==> src/hw/rtl/rdft_pkg.sv <==
// Shared types and constants for the real-input DFT core.
// Holds field widths, the MAC control struct and twiddle-series constants.
// No dependencies.
package rdft_pkg;

	localparam int SAMPLE_W = 16;
	localparam int TW_W     = 16;
	localparam int PROD_W   = 32;
	localparam int ACC_W    = 38;
	localparam int RES_W    = 23;
	localparam int BIN_W    = 6;
	localparam int FRAC_W   = 15;

	// Twiddle generation: Q30 quarter-turn angle and Taylor term divisors
	localparam longint unsigned HALF_PI_Q30 = 64'd1686629713;
	localparam longint          ONE_Q30     = 64'sd1073741824;
	localparam longint unsigned COS_DIV [9] = '{2, 12, 30, 56, 90, 132, 182, 240, 306};
	localparam longint unsigned SIN_DIV [9] = '{6, 20, 42, 72, 110, 156, 210, 272, 342};

	typedef struct packed {
		logic             vld;
		logic             first;  // first sample of a bin
		logic             last;   // last sample of a bin
		logic             fin;    // final bin of the frame
		logic [BIN_W-1:0] bin;
	} mac_ctl_t;

	// Q30 to Q15 with rounding, clamped to the non-negative part of the Q1.15 range
	function automatic longint q30_to_q15(input longint v);
		longint r;
		r = (v < 0) ? 64'sd0 : v;
		r = (r + 64'sd16384) >>> 15;
		if (r > 64'sd32767)
			r = 64'sd32767;
		return r;
	endfunction

endpackage

==> src/hw/rtl/rdft_mac.sv <==
// Shared complex MAC pair: two 16x16 multipliers, two accumulators, rounding.
// Depends on rdft_pkg for widths and the control struct.
module rdft_mac
	import rdft_pkg::*;
(
	input  logic                       clk,
	input  logic                       arst_n,
	input  mac_ctl_t                   ctl_s1,
	input  logic signed [SAMPLE_W-1:0] sample_s1,
	input  logic signed [TW_W-1:0]     cos_s1,
	input  logic signed [TW_W-1:0]     nsin_s1,
	output logic                       valid_q,
	output logic [BIN_W-1:0]           bin_q,
	output logic                       last_q,
	output logic signed [RES_W-1:0]    re_q,
	output logic signed [RES_W-1:0]    im_q
);

	mac_ctl_t                 ctl_s2;
	logic signed [PROD_W-1:0] prod_re_s2;
	logic signed [PROD_W-1:0] prod_im_s2;
	logic signed [ACC_W-1:0]  acc_re_q;
	logic signed [ACC_W-1:0]  acc_im_q;
	logic                     dump_s3;
	logic [BIN_W-1:0]         bin_s3;
	logic                     fin_s3;
	logic signed [ACC_W-1:0]  rnd_re;
	logic signed [ACC_W-1:0]  rnd_im;

	always_ff @(posedge clk) begin
		prod_re_s2 <= sample_s1 * cos_s1;
		prod_im_s2 <= sample_s1 * nsin_s1;
	end

	always_ff @(posedge clk or negedge arst_n) begin
		if (!arst_n) begin
			ctl_s2  <= '0;
			dump_s3 <= 1'b0;
			valid_q <= 1'b0;
		end else begin
			ctl_s2  <= ctl_s1;
			dump_s3 <= ctl_s2.vld & ctl_s2.last;
			valid_q <= dump_s3;
		end
	end

	// restart the sums on the first sample of each bin
	always_ff @(posedge clk) begin
		if (ctl_s2.vld) begin
			acc_re_q <= ctl_s2.first ? ACC_W'(prod_re_s2) : acc_re_q + ACC_W'(prod_re_s2);
			acc_im_q <= ctl_s2.first ? ACC_W'(prod_im_s2) : acc_im_q + ACC_W'(prod_im_s2);
			bin_s3   <= ctl_s2.bin;
			fin_s3   <= ctl_s2.fin;
		end
	end

	assign rnd_re = acc_re_q + (ACC_W'(1) << (FRAC_W - 1));
	assign rnd_im = acc_im_q + (ACC_W'(1) << (FRAC_W - 1));

	always_ff @(posedge clk) begin
		if (dump_s3) begin
			re_q   <= rnd_re[FRAC_W +: RES_W];
			im_q   <= rnd_im[FRAC_W +: RES_W];
			bin_q  <= bin_s3;
			last_q <= fin_s3;
		end
	end

endmodule

==> src/hw/rtl/real_input_dft_core.sv <==
// Real-input DFT core: frame store, bin/sample sequencer, twiddle ROM.
// Depends on rdft_pkg and rdft_mac.
//
// Samples are written one per transfer (start high while busy is low) into a
// FRAME_LENGTH-deep store. The transfer of the last sample of a frame raises
// busy, and one complex MAC pair then walks all FRAME_LENGTH samples for each
// bin 0..FRAME_LENGTH/2, one sample per cycle. Busy stays high until the final
// bin has gone out; bin k is presented on result_valid for one cycle, after
// bin k-1, and the final bin carries last_bin. The single MAC pair thus sets
// the frame rate: no new frame is taken while busy. Results are not held: the
// receiver must take each one in the cycle it is shown.
module real_input_dft_core
	import rdft_pkg::*;
#(
	parameter int FRAME_LENGTH = 64
) (
	input  logic                       clk,
	input  logic                       arst_n,
	input  logic                       start,
	output logic                       busy,
	input  logic signed [SAMPLE_W-1:0] sample,
	output logic                       result_valid,
	output logic [BIN_W-1:0]           bin_index,
	output logic signed [RES_W-1:0]    real_part,
	output logic signed [RES_W-1:0]    imag_part,
	output logic                       last_bin
);

	localparam int NUM_BINS = FRAME_LENGTH / 2 + 1;
	localparam int AW       = $clog2(FRAME_LENGTH);
	localparam int KW       = $clog2(NUM_BINS);

	localparam logic [1:0] ST_FILL  = 2'd0;
	localparam logic [1:0] ST_RUN   = 2'd1;
	localparam logic [1:0] ST_DRAIN = 2'd2;

	// Twiddle for index m of the frame, Q1.15; sel_sin returns -sin
	function automatic logic signed [TW_W-1:0] tw_calc(input int m, input bit sel_sin);
		longint unsigned quad;
		longint unsigned rem;
		longint unsigned theta;
		longint unsigned t2;
		longint unsigned term;
		longint          c;
		longint          s;
		longint          cq;
		longint          sq;
		longint          cv;
		longint          sv;
		quad  = longint'(4 * m) / FRAME_LENGTH;
		rem   = longint'(4 * m) - quad * FRAME_LENGTH;
		theta = (HALF_PI_Q30 * rem + FRAME_LENGTH / 2) / FRAME_LENGTH;
		t2    = (theta * theta + (64'd1 << 29)) >> 30;
		c     = ONE_Q30;
		s     = longint'(theta);
		term  = longint'(ONE_Q30);
		for (int i = 0; i < 9; i++) begin
			term = ((term * t2) >> 30) / COS_DIV[i];
			c = (i % 2 == 0) ? c - longint'(term) : c + longint'(term);
		end
		term = theta;
		for (int i = 0; i < 9; i++) begin
			term = ((term * t2) >> 30) / SIN_DIV[i];
			s = (i % 2 == 0) ? s - longint'(term) : s + longint'(term);
		end
		cq = q30_to_q15(c);
		sq = q30_to_q15(s);
		case (quad & 64'd3)
			64'd0:   begin cv = cq;  sv = sq;  end
			64'd1:   begin cv = -sq; sv = cq;  end
			64'd2:   begin cv = -cq; sv = -sq; end
			default: begin cv = sq;  sv = -cq; end
		endcase
		return sel_sin ? TW_W'(-sv) : TW_W'(cv);
	endfunction

	function automatic logic [FRAME_LENGTH*TW_W-1:0] build_rom(input bit sel_sin);
		logic [FRAME_LENGTH*TW_W-1:0] rom;
		rom = '0;
		for (int m = 0; m < FRAME_LENGTH; m++)
			rom[m*TW_W +: TW_W] = tw_calc(m, sel_sin);
		return rom;
	endfunction

	localparam logic [FRAME_LENGTH*TW_W-1:0] COS_ROM  = build_rom(1'b0);
	localparam logic [FRAME_LENGTH*TW_W-1:0] NSIN_ROM = build_rom(1'b1);

	logic [1:0]                 state_q;
	logic [AW-1:0]              fill_q;
	logic [AW-1:0]              t_q;
	logic [AW-1:0]              m_q;
	logic [KW-1:0]              k_q;
	logic [AW:0]                m_sum;
	logic [AW-1:0]              m_nxt;
	logic                       wr_en;
	logic                       issue;
	logic                       t_last;
	logic                       k_last;
	logic signed [SAMPLE_W-1:0] store [FRAME_LENGTH];
	logic signed [SAMPLE_W-1:0] sample_s1;
	logic signed [TW_W-1:0]     cos_s1;
	logic signed [TW_W-1:0]     nsin_s1;
	mac_ctl_t                   ctl_s1;

	assign busy   = (state_q != ST_FILL);
	assign wr_en  = start & ~busy;
	assign issue  = (state_q == ST_RUN);
	assign t_last = (t_q == AW'(FRAME_LENGTH - 1));
	assign k_last = (k_q == KW'(NUM_BINS - 1));

	// twiddle index advances by k each sample, modulo the frame length
	assign m_sum = {1'b0, m_q} + (AW+1)'(k_q);
	assign m_nxt = (m_sum >= (AW+1)'(FRAME_LENGTH)) ?
		AW'(m_sum - (AW+1)'(FRAME_LENGTH)) : AW'(m_sum);

	always_ff @(posedge clk or negedge arst_n) begin
		if (!arst_n) begin
			state_q <= ST_FILL;
			fill_q  <= '0;
			t_q     <= '0;
			m_q     <= '0;
			k_q     <= '0;
		end else begin
			unique case (state_q)
				ST_FILL: begin
					if (wr_en) begin
						if (fill_q == AW'(FRAME_LENGTH - 1)) begin
							fill_q  <= '0;
							t_q     <= '0;
							m_q     <= '0;
							k_q     <= '0;
							state_q <= ST_RUN;
						end else begin
							fill_q <= fill_q + 1'b1;
						end
					end
				end
				ST_RUN: begin
					if (t_last) begin
						t_q <= '0;
						m_q <= '0;
						if (k_last)
							state_q <= ST_DRAIN;
						else
							k_q <= k_q + 1'b1;
					end else begin
						t_q <= t_q + 1'b1;
						m_q <= m_nxt;
					end
				end
				ST_DRAIN: begin
					// hold busy until the final bin has gone out
					if (result_valid && last_bin)
						state_q <= ST_FILL;
				end
				default: state_q <= ST_FILL;
			endcase
		end
	end

	always_ff @(posedge clk) begin
		if (wr_en)
			store[fill_q] <= sample;
		sample_s1 <= store[t_q];
		cos_s1    <= COS_ROM[m_q*TW_W +: TW_W];
		nsin_s1   <= NSIN_ROM[m_q*TW_W +: TW_W];
	end

	always_ff @(posedge clk or negedge arst_n) begin
		if (!arst_n) begin
			ctl_s1 <= '0;
		end else begin
			ctl_s1.vld   <= issue;
			ctl_s1.first <= (t_q == '0);
			ctl_s1.last  <= t_last;
			ctl_s1.fin   <= k_last;
			ctl_s1.bin   <= BIN_W'(k_q);
		end
	end

	rdft_mac u_mac (
		.clk       (clk),
		.arst_n    (arst_n),
		.ctl_s1    (ctl_s1),
		.sample_s1 (sample_s1),
		.cos_s1    (cos_s1),
		.nsin_s1   (nsin_s1),
		.valid_q   (result_valid),
		.bin_q     (bin_index),
		.last_q    (last_bin),
		.re_q      (real_part),
		.im_q      (imag_part)
	);

	a_result_while_busy: assert property (@(posedge clk) disable iff (!arst_n)
		result_valid |-> busy)
		else $error("result transfer outside a busy period");

	a_last_bin_index: assert property (@(posedge clk) disable iff (!arst_n)
		result_valid && last_bin |-> bin_index == BIN_W'(NUM_BINS - 1))
		else $error("last_bin flagged on the wrong bin");

	a_idle_after_frame: assert property (@(posedge clk) disable iff (!arst_n)
		result_valid && last_bin |=> !busy && !result_valid)
		else $error("core not idle after final bin");

	a_bin_spacing: assert property (@(posedge clk) disable iff (!arst_n)
		result_valid && !last_bin |-> ##FRAME_LENGTH
		(result_valid && bin_index == BIN_W'($past(bin_index, FRAME_LENGTH) + 1'b1)))
		else $error("next bin not delivered one frame length later");

endmodule
==> config.mk <==
export PLATFORM = sky130hd
export DESIGN_NAME = real_input_dft_core
export DESIGN_NICKNAME = d
export VERILOG_FILES = /design/src/hw/rtl/rdft_pkg.sv /design/src/hw/rtl/rdft_mac.sv /design/src/hw/rtl/real_input_dft_core.sv
export SDC_FILE = /design/constraint.sdc
export NUM_CORES = 2
export LEC_CHECK = 0
export ABC_AREA = 0
export ABC_CLOCK_PERIOD_IN_PS = 7700
export BUFFER_PORTS_ARGS = -buffer_cell sky130_fd_sc_hd__buf_2
export CAP_MARGIN = 20
export CORE_AREA = 2 2 419 421
export DETAILED_ROUTE_END_ITERATION = 12
export DIE_AREA = 0 0 421 423
export SETUP_SLACK_MARGIN = 0.02
export SYNTH_ARGS = -nofsm -noshare
export SYNTH_HDL_FRONTEND = slang
export SYNTH_HIERARCHICAL = 1
export SYNTH_SLANG_ARGS = --single-unit
export TNS_END_PERCENT = 100
==> constraint.sdc <==
create_clock -name clk -period 7.7 [get_ports clk]
set_input_delay 0.77 -clock clk [delete_from_list [all_inputs] [get_ports clk]]
set_output_delay 0.77 -clock clk [all_outputs]
set_load 0.02 [all_outputs]
**Word level (Yosys, flattened, before mapping)**

Memories as Yosys holds them, arrays and structs flattened. A register that Yosys moved wholly into a read port is not among the register bits.
Cells that the tools add are included.

- Memories kept: 1
- Output and inout bits: 55
- Bits in writable memories: 1024
- Register bits after elaboration: 280
- Input bits: 19

Memory list:

| memory | words | bits a word | read ports | clocked after memory_dff | write ports | line | text |
|---|---|---|---|---|---|---|---|
| store | 64 | 16 | 1 | 1 | 1 | real_input_dft_core.sv:99 | `logic signed [SAMPLE_W-1:0] store [FRAME_LENGTH];` |

- Magnitude comparators: 1
- $mul: 2
- Shift-type cells: 2
- Bitwise operators: 3
- Add/subtract/negate cells: 9
- Equality and inequality tests: 11
- Reduce and logical (&&, ||, !) cells: 9
- Muxes and demuxes: 21

Operators by type and width:

| operator | number |
|---|---|
| $shiftx A1024 B11 Y16 const A | 2 |
| $add A38 B16 Y38 const B | 2 |
| $add A38 B32 Y38 | 2 |
| $mux W38 | 2 |
| $mul A16 B16 Y32 | 2 |
| $mux W6 | 8 |
| $pmux W6 S2 | 3 |
| $add A6 B1 Y6 const B | 3 |
| $eq A6 B6 Y1 const B | 3 |
| $mux W2 | 5 |
| $reduce_and A5 Y1 | 2 |
| $ne A2 B2 Y1 const B | 4 |
| $add A6 B6 Y7 | 1 |
| $ge A7 B7 Y1 const B | 1 |
| $logic_not A6 Y1 | 1 |
| $pmux W2 S3 | 1 |
| $sub A6 B1 Y6 const B | 1 |
| $ne A2 B1 Y1 const B | 2 |
| $reduce_bool A2 Y1 | 2 |
| $reduce_and A3 Y1 | 1 |
| $and A1 B1 Y1 | 2 |
| $eq A2 B1 Y1 const B | 1 |
| $eq A2 B2 Y1 const B | 1 |
| $logic_not A2 Y1 | 1 |
| 4 further kinds | 5 |

**Logic depth before layout (Yosys ltp)**

- Depth in word-level cells: 5
- Mapped depth: 25

**Cells and area by module**

Netlist, hierarchy kept.

By module, submodules not included:

| module | area an instance (sq um) | seq. area each (sq um) | instances | cells each |
|---|---|---|---|---|
| real_input_dft_core | 43703.2 | 32611.3 | 1 | 2273 |
| rdft_mac | 30432.9 | 5665.4 | 1 | 3153 |

**Worst setup path after synthesis**

Ideal clock, no wire load.

- Path type: register to register
- Start point: reg nsin_s1[1]
- End point: reg u_mac.prod_im_s2[30]
- Data required time: 7.605 ns
- Cell stages (with the launch flop): 20
- Library setup time: 0.095 ns
- Data arrival time: 6.112 ns
- Slack: 1.493 ns
- Cells stage by stage: dfxtp_1 clkbuf_1 nand2_1 inv_1 fa_1 fa_1 fa_1 fa_1 fa_1 inv_1 fa_1 inv_1 ha_1 and3_1 and3_1 a221oi_2 a21boi_1 o311ai_2 or4b_1 o311ai_1

- Longest elaborated chain between the ends: 1

RTL lines:

| item | line | text |
|---|---|---|
| start, declared | real_input_dft_core.sv:102 | `logic signed [TW_W-1:0] nsin_s1;` |
| start signal, assigned | real_input_dft_core.sv:166 | `nsin_s1 <= NSIN_ROM[m_q*TW_W +: TW_W];` |
| $mul A16 B16 Y32 | rdft_mac.sv:32 | `prod_im_s2 <= sample_s1 * nsin_s1;` |
| end signal, assigned | rdft_mac.sv:32 |  |
| end, declared | rdft_mac.sv:21 | `logic signed [PROD_W-1:0] prod_im_s2;` |

No other way between the ends.
A chain may end at the register's enable or synchronous reset.

**Worst setup path in the final report**

- Start point: reg sample_s1[14], read port of store
- End point: reg u_mac.prod_re_s2[31]

- Longest elaborated chain between the ends: 1

RTL lines:

| item | line | text |
|---|---|---|
| start, declared | real_input_dft_core.sv:100 | `logic signed [SAMPLE_W-1:0] sample_s1;` |
| $mul A16 B16 Y32 | rdft_mac.sv:31 | `prod_re_s2 <= sample_s1 * cos_s1;` |
| end signal, assigned | rdft_mac.sv:31 |  |
| end, declared | rdft_mac.sv:20 | `logic signed [PROD_W-1:0] prod_re_s2;` |

No other way between the ends.

==> impl_summary.log <==
INFO  metric outcome = complete, no violations
INFO  metric htree_levels = 4
INFO  metric synth_cells = 5426
INFO  metric drive_above_1_share = 12.3%
INFO  metric clkSinkCount = 1320
INFO  metric syn-mean-instance-area = 13.7 sq um
INFO  metric synth.cell_area = 74100 sq um
INFO  metric met2_routed_length = 85600 um
INFO  metric register_area_share_after_synthesis = 51.6%
INFO  metric std_cell_rows = 153
INFO  metric hold_crit_class = in -> async
INFO  metric effective_utilization_at_floorplan = 42.8%
INFO  metric cts-hold-fix-buffers = 0
INFO  metric reg2regPathDepth = 21
INFO  metric antenna_found_initial = 1
INFO  metric synth_async_sr_flop_share = 3.64%
INFO  metric clock_latency_late_sink = 800 ps
INFO  metric p_int = 11.5 mW
INFO  metric ys_ff_latch = 1320
INFO  metric drc = 0
INFO  metric setup.worst_path.end_class = flop
INFO  metric fin_tns_setup = 0 ps
INFO  metric cap_violations = 0
INFO  metric fin_cells = 7959
INFO  metric startpoint_type_of_the_worst_setup_path = flop
INFO  metric floorplan.die.height = 423 um
INFO  metric hpwlAfterDp = 114000 um
INFO  metric post-route-period-util = 89.4%
INFO  metric area_delta_synth_final = 10.6%
INFO  metric wl_met1 = 74700 um
INFO  metric core_area = 173000 sq um
INFO  metric vias = 43200
INFO  metric power.net_switching = 3.02 mW
INFO  metric dieWidth = 421 um
INFO  metric grt_overflow_total = 0
INFO  metric cp_arrival = 7530 ps
INFO  metric crit_path_max_fanout = 19
INFO  metric drt_pre_antenna_iters = 7
INFO  metric port_buffer_count = 73
INFO  metric timing.clock.skew = 75.3 ps
INFO  metric grtUsageTotal = 19.7%
INFO  metric clock_buffer_count_from_cts = 140
INFO  metric route.top_layer_used = met4
INFO  metric vdd_ir_drop_max = 0.227 mV
INFO  metric netlist.top_cell.by_area = edfxtp_1
INFO  metric routability_congestion = 0.840
INFO  metric pin_count_of_the_biggest_net_entering_global_routing = 102
INFO  metric synthDistinctLibCells = 94
INFO  metric cts_root_buffer = clkbuf_16
INFO  metric cellLeakagePower = 31.5 nW
INFO  metric detail_route.iter0.violations = 3311
INFO  metric nNetsFinal = 6323
INFO  metric synthesis.yosys.warnings = 6
INFO  metric fin_crit = 6880 ps
INFO  metric insertedDiodeCount = 0
INFO  metric placedCellCount = 7701
INFO  metric worst_hold_slack = 107 ps
INFO  metric synth-edff-count = 1160
INFO  metric required = 8350 ps
INFO  metric max-slew-margin-rel = 28.4%
INFO  metric die_area = 178000 sq um
INFO  metric floorplan.io_pins = 74
INFO  metric net_count_of_the_mapped_netlist = 6230
INFO  metric synth_top_area_share = 47.0%
INFO  metric p_per_area = 177 nW/um^2
INFO  metric clkTransAtPathRegs = 60 ps
INFO  metric grt_first_pass_wirelength = 271000 um
INFO  metric fmax = 145 MHz
INFO  metric seq_power_share = 53.6%
INFO  metric worst_reg2reg_startpoint = sample_s1[14]
INFO  metric post_cts_resize_count = 0
INFO  metric power_frac_clock = 45.6%
INFO  metric timing.final.hold_violations = 0
INFO  metric synth_ff_type = edfxtp_1
INFO  metric worst_pin_slew = 1070 ps
INFO  metric netlist_top_cells_area = edfxtp_1 47%, fa_1 14%, mux4_2 7.0%
INFO  metric clock_tree_from_tritoncts = yes
INFO  metric wl_met3 = 8600 um
INFO  metric finalSetupViolations = 0
INFO  metric comb_power_share = 0.8%
INFO  metric post-cts-setup-buffer-count = 0
INFO  metric timing_max_transition_violations_final = 0
INFO  metric r2r_setup_slack = 820 ps
INFO  metric netSwitchingFraction = 20.8%
INFO  metric cts-root-to-sink-buffers = 3
INFO  metric routedWlPerCell = 21.8 um
INFO  metric total_detailed_routing_wirelength = 174000 um
INFO  metric path_class = reg -> reg
INFO  metric rsz_0062_raised_after_global_routing = no
INFO  metric first_global_vias = 45300
INFO  metric critical_path.reg2reg.endpoint = u_mac/prod_re_s2[31]
INFO  metric post_dr_vias_cell = 5.43
INFO  metric drt.antenna.violating_nets = 0
per-layer routing:
metal | vias up | track usage (%)
li1 | 19400 | -
met1 | 22300 | 26.3
met2 | 1200 | 33.5
met3 | 251 | 2.81
met4 | 0 | 5.70
met5 | - | 0
area by class of cell:
class	instances	area, sq um
Clock inverter	76	827
Clock buffer	181	3740
Inverter	627	2350
Timing Repair Buffer	192	1310
Sequential cell	1320	38300
Fill cell	15100	91300
Tap cell	2325	2910
Multi-Input combinational cell	3238	32500
worst max-delay path by stage:
stage,startpoint,to,slack [ps],cells after the start
floorplan,nsin_s1[1],u_mac/prod_im_s2[30],1490,19
global placement,sample_s1[14],u_mac/prod_re_s2[31],970,21
detailed placement,sample_s1[14],u_mac/prod_re_s2[31],820,21
CTS,sample_s1[14],u_mac/prod_re_s2[31],880,21
global route,sample_s1[7],u_mac/prod_re_s2[31],480,21
finish,sample_s1[14],u_mac/prod_re_s2[31],820,21
synthesized netlist by cell type, drive strengths merged (6+ instances only):
library cell  number
edfxtp          1160
nand3             58
or2               14
nor3              35
a31oi             19
o21a              24
and2             254
a211o             22
mux4             229
a311oi             7
fa               527
a22o              24
o21bai            23
o21ai            150
a211oi            52
inv              625
or3                8
mux2              18
a21oi            194
nand2b            42
nand4             18
xor2              56
buf               68
dfxtp            112
a21boi            11
and4              10
nor2b             31
nand2            419
xnor2            119
mux2i             88
o22ai             24
clkbuf           173
o31ai             23
o211ai            21
a21o              65
nand3b             6
a22oi             78
nor2             201
ha               258
o221ai            16
dfrtp             48
and3              28
o31a               6
nor3b              7
cell families after synthesis:
| group | count (synthesis) | synth area share [%] |
|---|---|---|
| mux | 335 | 8.42 |
| fa+ha+maj | 785 | 18.6 |
| buf+inv | 868 | 4.56 |
| simple gates | 1145 | 7.53 |
| xor+xnor | 175 | 2.07 |
| flops | 1320 | 51.6 |
| compound gates | 798 | 7.21 |
placed cells by master (no fill, tap or decap), types with 88 or more instances in the layout:
| cell type | instances |
|---|---|
| a21oi_1 | 192 |
| and2_1 | 254 |
| buf_4 | 115 |
| clkbuf_16 | 141 |
| dfxtp_1 | 112 |
| edfxtp_1 | 1160 |
| fa_1 | 527 |
| ha_1 | 258 |
| inv_1 | 625 |
| mux2i_1 | 88 |
| mux4_2 | 229 |
| nand2_1 | 419 |
| nor2_1 | 198 |
| o21ai_0 | 133 |
| xnor2_1 | 119 |
per-stage QoR:
step                      total power, mW  area [sq um]  utilization, %  setup slack, ps
after global routing                 14.9         82000            47.3              482
after global placement               8.03         77400            44.7              971
after detailed placement             8.03         77400            44.7              821
final                                14.5         82000            47.3              818
after CTS                            14.6         81900            47.3              880
after floorplan                      7.92         74100               -             1490
state kept, by name, summed over array words and instances, names as in the netlist, 10 cells and up:
signal            flops
cos_s1               16
ctl_s1               10
nsin_s1              16
sample_s1            16
store              1024
u_mac/acc_im_q       38
u_mac/acc_re_q       38
u_mac/ctl_s2         10
u_mac/im_q           23
u_mac/prod_im_s2     32
u_mac/prod_re_s2     32
u_mac/re_q           23
critical path: stages, from the launching register on:
cell and delay [ps]:
dfxtp_1 910, buf_4 340, nand2_1 100, fa_1 560, fa_1 590, inv_1 70, fa_1 480, fa_1 510
fa_1 490, inv_1 50, fa_1 470, inv_1 40, ha_1 370, and4_1 280, and3_1 210, nand4bb_1 140
a21oi_1 210, nor3_1 90, nor3_1 320, nand3_1 160, a311oi_1 290, xnor2_1 100
power groups by stage:
stage / clock (mW) / combinational, mW / sequential, mW
after floorplan: 0 / 0.000657 / 7.92
after global placement: 0 / 0.109 / 7.92
after detailed placement: 0 / 0.115 / 7.92
after CTS: 6.76 / 0.115 / 7.77
after global routing: 7.04 / 0.124 / 7.76
final: 6.61 / 0.114 / 7.77
Note: power is estimated with default switching activity, not from simulation.
